File: src/hdl/fpba_pkg.sv
// ----------------------------------------------------------------------------
// fpba_pkg: shared types and constants
// Table sizing, command codes, fit policy codes and the queued operation word.
// ----------------------------------------------------------------------------
package fpba_pkg;

	localparam int MAX_BLOCKS = 128;
	localparam int IDX_W      = (MAX_BLOCKS > 1) ? $clog2(MAX_BLOCKS) : 1;
	localparam int CNT_W      = $clog2(MAX_BLOCKS + 1);
	localparam int SIZE_W     = 16;

	localparam int QDEPTH = 4;
	localparam int QPTR_W = $clog2(QDEPTH);
	localparam int QCNT_W = $clog2(QDEPTH + 1);

	// input command codes
	localparam logic [1:0] CMD_LOAD  = 2'd0;
	localparam logic [1:0] CMD_REQ   = 2'd1;
	localparam logic [1:0] CMD_CLEAR = 2'd2;

	// fit policy codes (any other code behaves as first fit)
	localparam logic [1:0] POL_FIRST = 2'd0;
	localparam logic [1:0] POL_BEST  = 2'd1;
	localparam logic [1:0] POL_WORST = 2'd2;

	typedef enum logic [1:0] {
		OP_LOAD,
		OP_REQ,
		OP_CLEAR
	} op_kind_t;

	typedef struct packed {
		op_kind_t            kind;
		logic [SIZE_W-1:0]   size;
		logic                last;
	} op_t;

	typedef struct packed {
		logic vld;
		op_t  op;
	} op_word_t;

endpackage

File: src/hdl/fpba_if.sv
// ----------------------------------------------------------------------------
// fpba_if: handshake channels of the allocator
// Item channel carries commands in, result channel carries grant words out.
// ----------------------------------------------------------------------------
interface fpba_item_if;
	logic        valid;
	logic        ready;
	logic [1:0]  cmd;
	logic [15:0] block_size;
	logic [15:0] request_size;
	logic        last_request;

	modport source (output valid, cmd, block_size, request_size, last_request,
		input ready);
	modport sink (input valid, cmd, block_size, request_size, last_request,
		output ready);
endinterface

interface fpba_result_if;
	logic        valid;
	logic        ready;
	logic        granted;
	logic [15:0] granted_size;
	logic [15:0] wastage;

	modport source (output valid, granted, granted_size, wastage, input ready);
	modport sink (input valid, granted, granted_size, wastage, output ready);
endinterface

File: src/hdl/fit_policy_block_allocator.sv
// ----------------------------------------------------------------------------
// fit_policy_block_allocator: first, best and worst fit block allocator
// Loads free block sizes into a table and grants requests by the fit policy.
// ----------------------------------------------------------------------------
//  channel  | direction | handshake     | carries
//  item     | in        | valid/ready   | cmd, block_size, request_size, last_request
//  result   | out       | valid/ready   | granted, granted_size, wastage
//  cfg      | in        | cfg_we only   | fit_policy in cfg_wdata
//
//  Load and clear words are handled by the table unit while it is idle.
//  A request scans the block table through its single read port, one entry a
//  cycle; on an empty table the scan is skipped.
//  Decode and table unit are parted by a four word queue; the result register
//  lets the table unit carry on with loads and clears while a grant waits.
//  arst_n empties the table, the used marks, the queue and sets first fit.
// ----------------------------------------------------------------------------
module fit_policy_block_allocator (
	input  logic          clk,
	input  logic          arst_n,
	fpba_item_if.sink     item,
	fpba_result_if.source result,
	input  logic          cfg_we,
	input  logic [1:0]    cfg_wdata
);

	fpba_pkg::op_word_t q_push;
	fpba_pkg::op_word_t q_pop;
	logic               q_push_rdy;
	logic               q_pop_rdy;

	fpba_front u_front (
		.item     (item),
		.push     (q_push),
		.push_rdy (q_push_rdy)
	);

	fpba_queue u_queue (
		.clk      (clk),
		.arst_n   (arst_n),
		.push     (q_push),
		.push_rdy (q_push_rdy),
		.pop      (q_pop),
		.pop_rdy  (q_pop_rdy)
	);

	fpba_back u_back (
		.clk       (clk),
		.arst_n    (arst_n),
		.op        (q_pop),
		.op_rdy    (q_pop_rdy),
		.cfg_we    (cfg_we),
		.cfg_wdata (cfg_wdata),
		.result    (result)
	);

	a_unknown_dropped: assert property (@(posedge clk) disable iff (!arst_n)
		(item.valid && item.ready && item.cmd != fpba_pkg::CMD_LOAD
		&& item.cmd != fpba_pkg::CMD_REQ && item.cmd != fpba_pkg::CMD_CLEAR)
		|-> !q_push.vld)
		else $error("unknown command entered the queue");

	a_result_held: assert property (@(posedge clk) disable iff (!arst_n)
		(result.valid && !result.ready) |=> (result.valid
		&& $stable({result.granted, result.granted_size, result.wastage})))
		else $error("result word changed while waiting");

	a_waste_bound: assert property (@(posedge clk) disable iff (!arst_n)
		(result.valid && result.granted) |-> (result.wastage <= result.granted_size))
		else $error("wastage exceeds granted size");

	a_refusal_zero: assert property (@(posedge clk) disable iff (!arst_n)
		(result.valid && !result.granted)
		|-> (result.granted_size == '0 && result.wastage == '0))
		else $error("refused request carries a size");

endmodule

File: src/hdl/fpba_front.sv
// ----------------------------------------------------------------------------
// fpba_front: command decode
// Accepts item words, maps commands onto queued operations, drops unknown codes.
// ----------------------------------------------------------------------------
module fpba_front (
	fpba_item_if.sink          item,
	output fpba_pkg::op_word_t push,
	input  logic               push_rdy
);

	fpba_pkg::op_kind_t kind;
	logic               known;

	always_comb begin
		kind  = fpba_pkg::OP_LOAD;
		known = 1'b1;
		case (item.cmd)
			fpba_pkg::CMD_LOAD:  kind = fpba_pkg::OP_LOAD;
			fpba_pkg::CMD_REQ:   kind = fpba_pkg::OP_REQ;
			fpba_pkg::CMD_CLEAR: kind = fpba_pkg::OP_CLEAR;
			default:             known = 1'b0;
		endcase
	end

	// take every word the queue has room for; unknown commands vanish here
	assign item.ready   = push_rdy;
	assign push.vld     = item.valid && push_rdy && known;
	assign push.op.kind = kind;
	assign push.op.size = (item.cmd == fpba_pkg::CMD_LOAD) ? item.block_size
		: item.request_size;
	assign push.op.last = item.last_request && (item.cmd == fpba_pkg::CMD_REQ);

endmodule

File: src/hdl/fpba_queue.sv
// ----------------------------------------------------------------------------
// fpba_queue: operation queue
// Short FIFO between decode and execution so each side stalls on its own.
// ----------------------------------------------------------------------------
module fpba_queue (
	input  logic               clk,
	input  logic               arst_n,
	input  fpba_pkg::op_word_t push,
	output logic               push_rdy,
	output fpba_pkg::op_word_t pop,
	input  logic               pop_rdy
);

	fpba_pkg::op_t                   mem_q [fpba_pkg::QDEPTH];
	logic [fpba_pkg::QPTR_W-1:0]     wr_ptr_q;
	logic [fpba_pkg::QPTR_W-1:0]     rd_ptr_q;
	logic [fpba_pkg::QCNT_W-1:0]     cnt_q;
	logic                            do_push;
	logic                            do_pop;

	assign push_rdy = (cnt_q != fpba_pkg::QCNT_W'(fpba_pkg::QDEPTH));
	assign pop.vld  = (cnt_q != '0);
	assign pop.op   = mem_q[rd_ptr_q];
	assign do_push  = push.vld && push_rdy;
	assign do_pop   = pop.vld && pop_rdy;

	always_ff @(posedge clk) begin
		if (do_push) begin
			mem_q[wr_ptr_q] <= push.op;
		end
	end

	always_ff @(posedge clk or negedge arst_n) begin
		if (!arst_n) begin
			wr_ptr_q <= '0;
			rd_ptr_q <= '0;
			cnt_q    <= '0;
		end else begin
			if (do_push) begin
				wr_ptr_q <= wr_ptr_q + 1'b1;
			end
			if (do_pop) begin
				rd_ptr_q <= rd_ptr_q + 1'b1;
			end
			case ({do_push, do_pop})
				2'b10:   cnt_q <= cnt_q + 1'b1;
				2'b01:   cnt_q <= cnt_q - 1'b1;
				default: cnt_q <= cnt_q;
			endcase
		end
	end

endmodule

File: src/hdl/fpba_back.sv
// ----------------------------------------------------------------------------
// fpba_back: table and fit search
// Holds the block table and used marks, scans one entry a cycle per request.
// ----------------------------------------------------------------------------
module fpba_back (
	input  logic               clk,
	input  logic               arst_n,
	input  fpba_pkg::op_word_t op,
	output logic               op_rdy,
	input  logic               cfg_we,
	input  logic [1:0]         cfg_wdata,
	fpba_result_if.source      result
);

	typedef enum logic [1:0] {
		ST_IDLE,
		ST_SCAN,
		ST_DONE
	} state_t;

	localparam int SW = fpba_pkg::SIZE_W;
	localparam int IW = fpba_pkg::IDX_W;
	localparam int CW = fpba_pkg::CNT_W;

	logic [SW-1:0]              tbl_mem [fpba_pkg::MAX_BLOCKS];
	logic [fpba_pkg::MAX_BLOCKS-1:0] used_q;

	state_t         state_q;
	logic [1:0]     policy_q;
	logic [CW-1:0]  cnt_q;
	logic [IW-1:0]  addr_q;
	logic           iss_q;
	logic           vld_s1;
	logic           last_s1;
	logic [IW-1:0]  idx_s1;
	logic [SW-1:0]  data_s1;
	logic [SW-1:0]  req_q;
	logic           req_last_q;
	logic           found_q;
	logic [IW-1:0]  pick_q;
	logic [SW-1:0]  pick_size_q;
	logic           res_vld_q;
	logic           granted_q;
	logic [SW-1:0]  gsize_q;
	logic [SW-1:0]  waste_q;

	logic           pop;
	logic           room;
	logic           load_wr;
	logic           addr_last;
	logic           elig;
	logic           take;
	logic           res_load;

	assign op_rdy    = (state_q == ST_IDLE);
	assign pop       = op.vld && op_rdy;
	assign room      = (cnt_q < CW'(fpba_pkg::MAX_BLOCKS));
	assign load_wr   = pop && (op.op.kind == fpba_pkg::OP_LOAD) && room;
	assign addr_last = ({1'b0, addr_q} == (cnt_q - 1'b1));
	assign res_load  = (state_q == ST_DONE) && (!res_vld_q || result.ready);

	assign result.valid        = res_vld_q;
	assign result.granted      = granted_q;
	assign result.granted_size = gsize_q;
	assign result.wastage      = waste_q;

	// candidate check on the entry read last cycle; ties keep the earlier one
	always_comb begin
		elig = vld_s1 && !used_q[idx_s1] && (data_s1 >= req_q);
		take = 1'b0;
		if (elig) begin
			if (!found_q) begin
				take = 1'b1;
			end else begin
				case (policy_q)
					fpba_pkg::POL_BEST:  take = (data_s1 < pick_size_q);
					fpba_pkg::POL_WORST: take = (data_s1 > pick_size_q);
					default:             take = 1'b0;
				endcase
			end
		end
	end

	always_ff @(posedge clk) begin
		if (load_wr) begin
			tbl_mem[cnt_q[IW-1:0]] <= op.op.size;
		end
		data_s1 <= tbl_mem[addr_q];
	end

	always_ff @(posedge clk or negedge arst_n) begin
		if (!arst_n) begin
			state_q     <= ST_IDLE;
			policy_q    <= fpba_pkg::POL_FIRST;
			cnt_q       <= '0;
			used_q      <= '0;
			addr_q      <= '0;
			iss_q       <= 1'b0;
			vld_s1      <= 1'b0;
			last_s1     <= 1'b0;
			idx_s1      <= '0;
			req_q       <= '0;
			req_last_q  <= 1'b0;
			found_q     <= 1'b0;
			pick_q      <= '0;
			pick_size_q <= '0;
			res_vld_q   <= 1'b0;
			granted_q   <= 1'b0;
			gsize_q     <= '0;
			waste_q     <= '0;
		end else begin
			if (cfg_we) begin
				policy_q <= cfg_wdata;
			end
			if (res_load) begin
				res_vld_q <= 1'b1;
			end else if (res_vld_q && result.ready) begin
				res_vld_q <= 1'b0;
			end
			vld_s1  <= iss_q && (state_q == ST_SCAN);
			last_s1 <= addr_last;
			idx_s1  <= addr_q;
			if (take) begin
				found_q     <= 1'b1;
				pick_q      <= idx_s1;
				pick_size_q <= data_s1;
			end
			case (state_q)
				ST_IDLE: begin
					if (pop) begin
						case (op.op.kind)
							fpba_pkg::OP_LOAD: begin
								if (room) begin
									used_q[cnt_q[IW-1:0]] <= 1'b0;
									cnt_q                 <= cnt_q + 1'b1;
								end
							end
							fpba_pkg::OP_REQ: begin
								req_q      <= op.op.size;
								req_last_q <= op.op.last;
								found_q    <= 1'b0;
								addr_q     <= '0;
								if (cnt_q == '0) begin
									state_q <= ST_DONE;
								end else begin
									iss_q   <= 1'b1;
									state_q <= ST_SCAN;
								end
							end
							fpba_pkg::OP_CLEAR: begin
								cnt_q  <= '0;
								used_q <= '0;
							end
							default: begin
							end
						endcase
					end
				end
				ST_SCAN: begin
					// issue one read a cycle, stop after the last loaded entry
					if (iss_q) begin
						if (addr_last) begin
							iss_q <= 1'b0;
						end else begin
							addr_q <= addr_q + 1'b1;
						end
					end
					if (vld_s1 && last_s1) begin
						state_q <= ST_DONE;
					end
				end
				ST_DONE: begin
					// hold until the output register is free
					if (res_load) begin
						granted_q <= found_q;
						gsize_q   <= found_q ? pick_size_q : '0;
						waste_q   <= found_q ? (pick_size_q - req_q) : '0;
						if (req_last_q) begin
							used_q <= '0;
						end else if (found_q) begin
							used_q[pick_q] <= 1'b1;
						end
						state_q <= ST_IDLE;
					end
				end
				default: state_q <= ST_IDLE;
			endcase
		end
	end

endmodule
File: src/flat_wrapper.sv
// flat-port wrapper written by rule: the top's interface ports become plain ports
module fit_policy_block_allocator_flat 
  (clk, arst_n, cfg_we, cfg_wdata, item_valid, item_cmd, item_block_size, item_request_size, item_last_request, item_ready, result_valid, result_granted, result_granted_size, result_wastage, result_ready);
  fpba_item_if item_i ();
  fpba_result_if result_i ();
  input  logic clk;
  input  logic arst_n;
  input  logic cfg_we;
  input  logic [1:0] cfg_wdata;
  input wire logic [$bits(item_i.valid)-1:0] item_valid;
  input wire logic [$bits(item_i.cmd)-1:0] item_cmd;
  input wire logic [$bits(item_i.block_size)-1:0] item_block_size;
  input wire logic [$bits(item_i.request_size)-1:0] item_request_size;
  input wire logic [$bits(item_i.last_request)-1:0] item_last_request;
  output wire logic [$bits(item_i.ready)-1:0] item_ready;
  output wire logic [$bits(result_i.valid)-1:0] result_valid;
  output wire logic [$bits(result_i.granted)-1:0] result_granted;
  output wire logic [$bits(result_i.granted_size)-1:0] result_granted_size;
  output wire logic [$bits(result_i.wastage)-1:0] result_wastage;
  input wire logic [$bits(result_i.ready)-1:0] result_ready;
  assign item_i.valid = item_valid;
  assign item_i.cmd = item_cmd;
  assign item_i.block_size = item_block_size;
  assign item_i.request_size = item_request_size;
  assign item_i.last_request = item_last_request;
  assign item_ready = item_i.ready;
  assign result_valid = result_i.valid;
  assign result_granted = result_i.granted;
  assign result_granted_size = result_i.granted_size;
  assign result_wastage = result_i.wastage;
  assign result_i.ready = result_ready;
  fit_policy_block_allocator u_core (.clk(clk), .arst_n(arst_n), .item(item_i), .result(result_i), .cfg_we(cfg_we), .cfg_wdata(cfg_wdata));
endmodule
File: config.mk
export PLATFORM = sky130hd
export DESIGN_NAME = fit_policy_block_allocator_flat
export DESIGN_NICKNAME = d
export VERILOG_FILES = /design/src/hdl/fpba_pkg.sv /design/src/hdl/fpba_if.sv /design/src/hdl/fit_policy_block_allocator.sv /design/src/hdl/fpba_front.sv /design/src/hdl/fpba_queue.sv /design/src/hdl/fpba_back.sv /design/src/flat_wrapper.sv
export SDC_FILE = /design/constraint.sdc
export NUM_CORES = 2
export LEC_CHECK = 0
export ABC_AREA = 0
export BUFFER_PORTS_ARGS = -buffer_cell sky130_fd_sc_hd__buf_2
export CORE_UTILIZATION = 60
export DETAILED_ROUTE_END_ITERATION = 16
export PLACE_DENSITY = 0.76
export SETUP_SLACK_MARGIN = 0.3
export SLEW_MARGIN = 15
export SYNTH_ARGS = -nofsm -noshare
export SYNTH_HDL_FRONTEND = slang
export SYNTH_SLANG_ARGS = --single-unit
File: constraint.sdc
create_clock -name clk -period 3.9 [get_ports clk]
set_clock_uncertainty 0.1 [all_clocks]
set_input_delay 0.78 -clock clk [delete_from_list [all_inputs] [get_ports clk]]
set_output_delay 0.78 -clock clk [all_outputs]
set_load 0.01 [all_outputs]
==> flow_summary.toml <==
[outcome]
outcome = "completed"

[critical_path]
r2r_cells = 7
r2r_start = "u_core.u_back.addr_q[0]"
setup.worst_path.class = "flip-flop to flip-flop"
critPathLaunch = "u_core.u_back.addr_q[0]"
r2r_slack_ns = 0.43
r2r-end = "u_core.u_back.data_s1[13]"
endpoint_kind = "flip-flop"
crit_required_ns = 4.51
cp-endpoint = "u_core.u_back.data_s1[13]"
cp-start-kind = "flip-flop"
cp_max_fo = 9
crit_arrival_ns = 4.08

[grt]
grt_pass1_wl_microns = 348600
antenna_found_initial = 14
grt_overflow_total = 0
grt_pass1_vias = 49430
grt_use_total_pct = 31.09
grt_max_degree = 129

[power]
p_per_area_nw_per_um2 = 778.1
switching_share_pct = 32.52
clockPowerShare_pct = 26.2
power_frac_seq_pct = 40.8
internal-power_mw = 55.80
p_sw_mw = 26.89
total_leakage_power_nw = 35.09
ir_drop_v = 0.0005603
comb_power_share_pct = 32.9

[job]
drv_cap = 0

[final_layout]
layout_commonest_cell = "edfxtp_1"
drive_above_1_share_pct = 28.87
layout_common_cells = "2,124 x edfxtp_1, 702 x mux4_2, 282 x a21oi_1, 232 x dfrtp_1, 224 x clkbuf_16"
final_area_sq_um = 106300
nNetsFinal = 4944
syn_to_final_growth_pct = 12.76
fillers = 9248

[routing]
drc = 0
ant_nets = 0
wl_met1_microns = 89490
route.met2.wl_microns = 116600
drtIter0Drc = 7656
routed_wl_microns = 243100
viasPerCell = 6.987
routed.top_layer = "met5"
drt_pre_antenna_iters = 12
wl_met3_microns = 27890
post_drt_wl_per_cell_microns = 34.27
num_vias = 49560

[hold_path]
hold_class = "input port to flip-flop"

[sta]
hold_viol_final = 0
fin_crit_sh_pct = 89.10
relSlewSlack_pct = 19.81
finalSetupTns_ns = 0
setup_viol = 0
rsz0062_at_grt = "no"
worst_pin_slew_ns = 1.199
period_needed_ns = 3.475
slew_viol_final = 0
max_freq_ghz = 0.2878

[yosys]
yosysSeqAreaShare_pct = 74.36
synth_area_leaders = "edfxtp_1 68%, mux4_2 17%, dfrtp_1 6.3%, a21oi_1 1.5%, o21ai_0 0.90%"
synth_ff_type = "edfxtp_1"
syn_nets = 4639
async_flop_share_pct = 10.05
yosysWarnings = 0
avgSynthCellArea_sq_um = 20.77
syn-instance-count = 4537
ys_ff_latch = 2379
synth_edf_count = 2124
netlist.area_leader.share_pct = 67.67
yosys.area.top_type = "edfxtp_1"
synthesis.area_sq_um = 94250
synth_cell_types = 66

[clock_tree]
cts_tree = "done"
ctsLongestPathBuffers = 3
clock-root-buffer = "clkbuf_16"
clock-sinks = 2379
htreeDepth = 4
clk_latency_ns = 0.86
cts_setup_buffers = 0
cts_buffers = 220
clk_pin_slew_ns = 0.06

[die]
start_util_pct = 60.41
dieArea_sq_um = 158700
fp.dieW_microns = 398.3
placementRows = 145
core_sq_um = 156000
die_y_microns = 398.3
ios = 77

[place]
dp_hpwl_microns = 133200
dpl_cell_area_sq_um = 98990
gp_congestion = 0.9119
io_buffers = 76
-- worst max-delay path: stages, from the launching register on --
cell     delay [ns]
dfrtp_4        0.63
buf_12         0.22
buf_4          0.25
buf_4          0.18
mux4_2         0.52
mux4_2         0.57
mux4_2         0.57
mux2_2         0.29
-- power groups by stage --
stage                     sequential [mW]  clock [mW]  combinational, mW
after detailed placement             34.2           0               26.6
after floorplan                      33.6           0               16.7
after global routing                 33.8        22.7               28.3
final                                33.8        21.7               27.2
after CTS                            33.7        21.9               27.0
after global placement               34.2           0               26.0
-- final cells by class --
type | instances | area, sq um | area share (%)
Antenna cell | 3 | 7.507 | 0.007064
Inverter | 56 | 210.2 | 0.1978
Clock buffer | 287 | 5942 | 5.591
Timing Repair Buffer | 358 | 3241 | 3.049
Tap cell | 2058 | 2575 | 2.423
Clock inverter | 126 | 1305 | 1.228
Multi-Input combinational cell | 1827 | 22900 | 21.54
Sequential cell | 2379 | 70100 | 65.96
-- Yosys cell counts (4+ instances only) --
master and count:
edfxtp_1 2124, mux4_2 718, a21oi_1 283, dfrtp_1 239, nor2_1 191, clkbuf_1 183
o21ai_0 170, nand2_1 80, ha_1 58, inv_1 55, mux2_2 48, buf_2 39
buf_1 36, nand3_1 26, nor3_1 22, o31ai_1 21, buf_4 16, dfxtp_1 16
mux2i_1 16, xnor2_1 16, xor2_1 15, nand2b_1 14, nor2b_1 14, nand4_1 12
and3_1 11, or3_1 11, a22o_1 10, mux2_1 10, a21o_1 8, and2_1 8
a211oi_1 6, a31oi_1 5, nor4_1 4
-- flip-flops by register name (all words and copies together), names as in the netlist, 3 cells and up --
signal,count
u_core.u_back.data_s1,16
u_core.u_back.req_q,16
u_core.u_queue.cnt_q,3
u_core.u_queue.mem_q,76
u_core.u_back.addr_q,7
u_core.u_back.idx_s1,7
u_core.u_back.cnt_q,8
u_core.u_back.pick_size_q,16
u_core.u_back.pick_q,7
u_core.u_back.result.wastage,16
u_core.u_back.result.granted_size,16
u_core.u_back.tbl_mem,2048
u_core.u_back.used_q,128
-- how the worst min path moves through the flow --
stage / start / end / cells after the start
after detailed placement: u_core.u_back.result.granted_size[9] / u_core.u_back.result.granted_size[9] / 2
after CTS: cfg_wdata[1] / u_core.u_back.policy_q[1] / 3
after floorplan: u_core.u_back.addr_q[2] / u_core.u_back.idx_s1[2] / 0
after global routing: cfg_wdata[1] / u_core.u_back.policy_q[1] / 3
after global placement: u_core.u_back.last_s1 / u_core.u_back.state_q[0] / 1
final: cfg_wdata[1] / u_core.u_back.policy_q[1] / 3
-- metrics by stage --
| step | total power [mW] | instances | setup slack (ns) | util [%] | hold WS, ns |
|---|---|---|---|---|---|
| after floorplan | 50.39 | 4537 | 0.4892 | - | 0.2519 |
| after global placement | 60.16 | 6675 | 0.5119 | 63.44 | 0.3473 |
| after detailed placement | 60.80 | 6675 | 0.4780 | 63.44 | 0.3604 |
| after CTS | 82.55 | 7091 | 0.4515 | 68.11 | 0.01724 |
| after global routing | 84.84 | 7091 | 0.3311 | 68.11 | 0.07532 |
| final | 82.70 | 7094 | 0.4251 | 68.12 | 0.06323 |
-- cells by family after synthesis --
family	share of synthesized area [%]
flip-flops	74.36
multiplexers	18.02
AO/OA/AOI/OAI	3.172
AND/OR/NAND/NOR	1.908
buffers and inverters	1.442
adder cells (fa/ha/maj)	0.8125
XOR/XNOR	0.2881
-- timing repair --
item,4_1_cts,5_1_grt
setup endpoints to repair,0,0
gates resized for setup,0,0
hold buffers,3,0
endpoints found under the hold margin,97,0
-- per-layer routing --
layer	global-route usage, %	vias to the layer above
met4	11.01	10
met1	43.68	25930
met3	6.865	583
li1	-	19400
met5	0	-
met2	48.90	3649
Note: power is estimated with default switching activity, not from simulation.
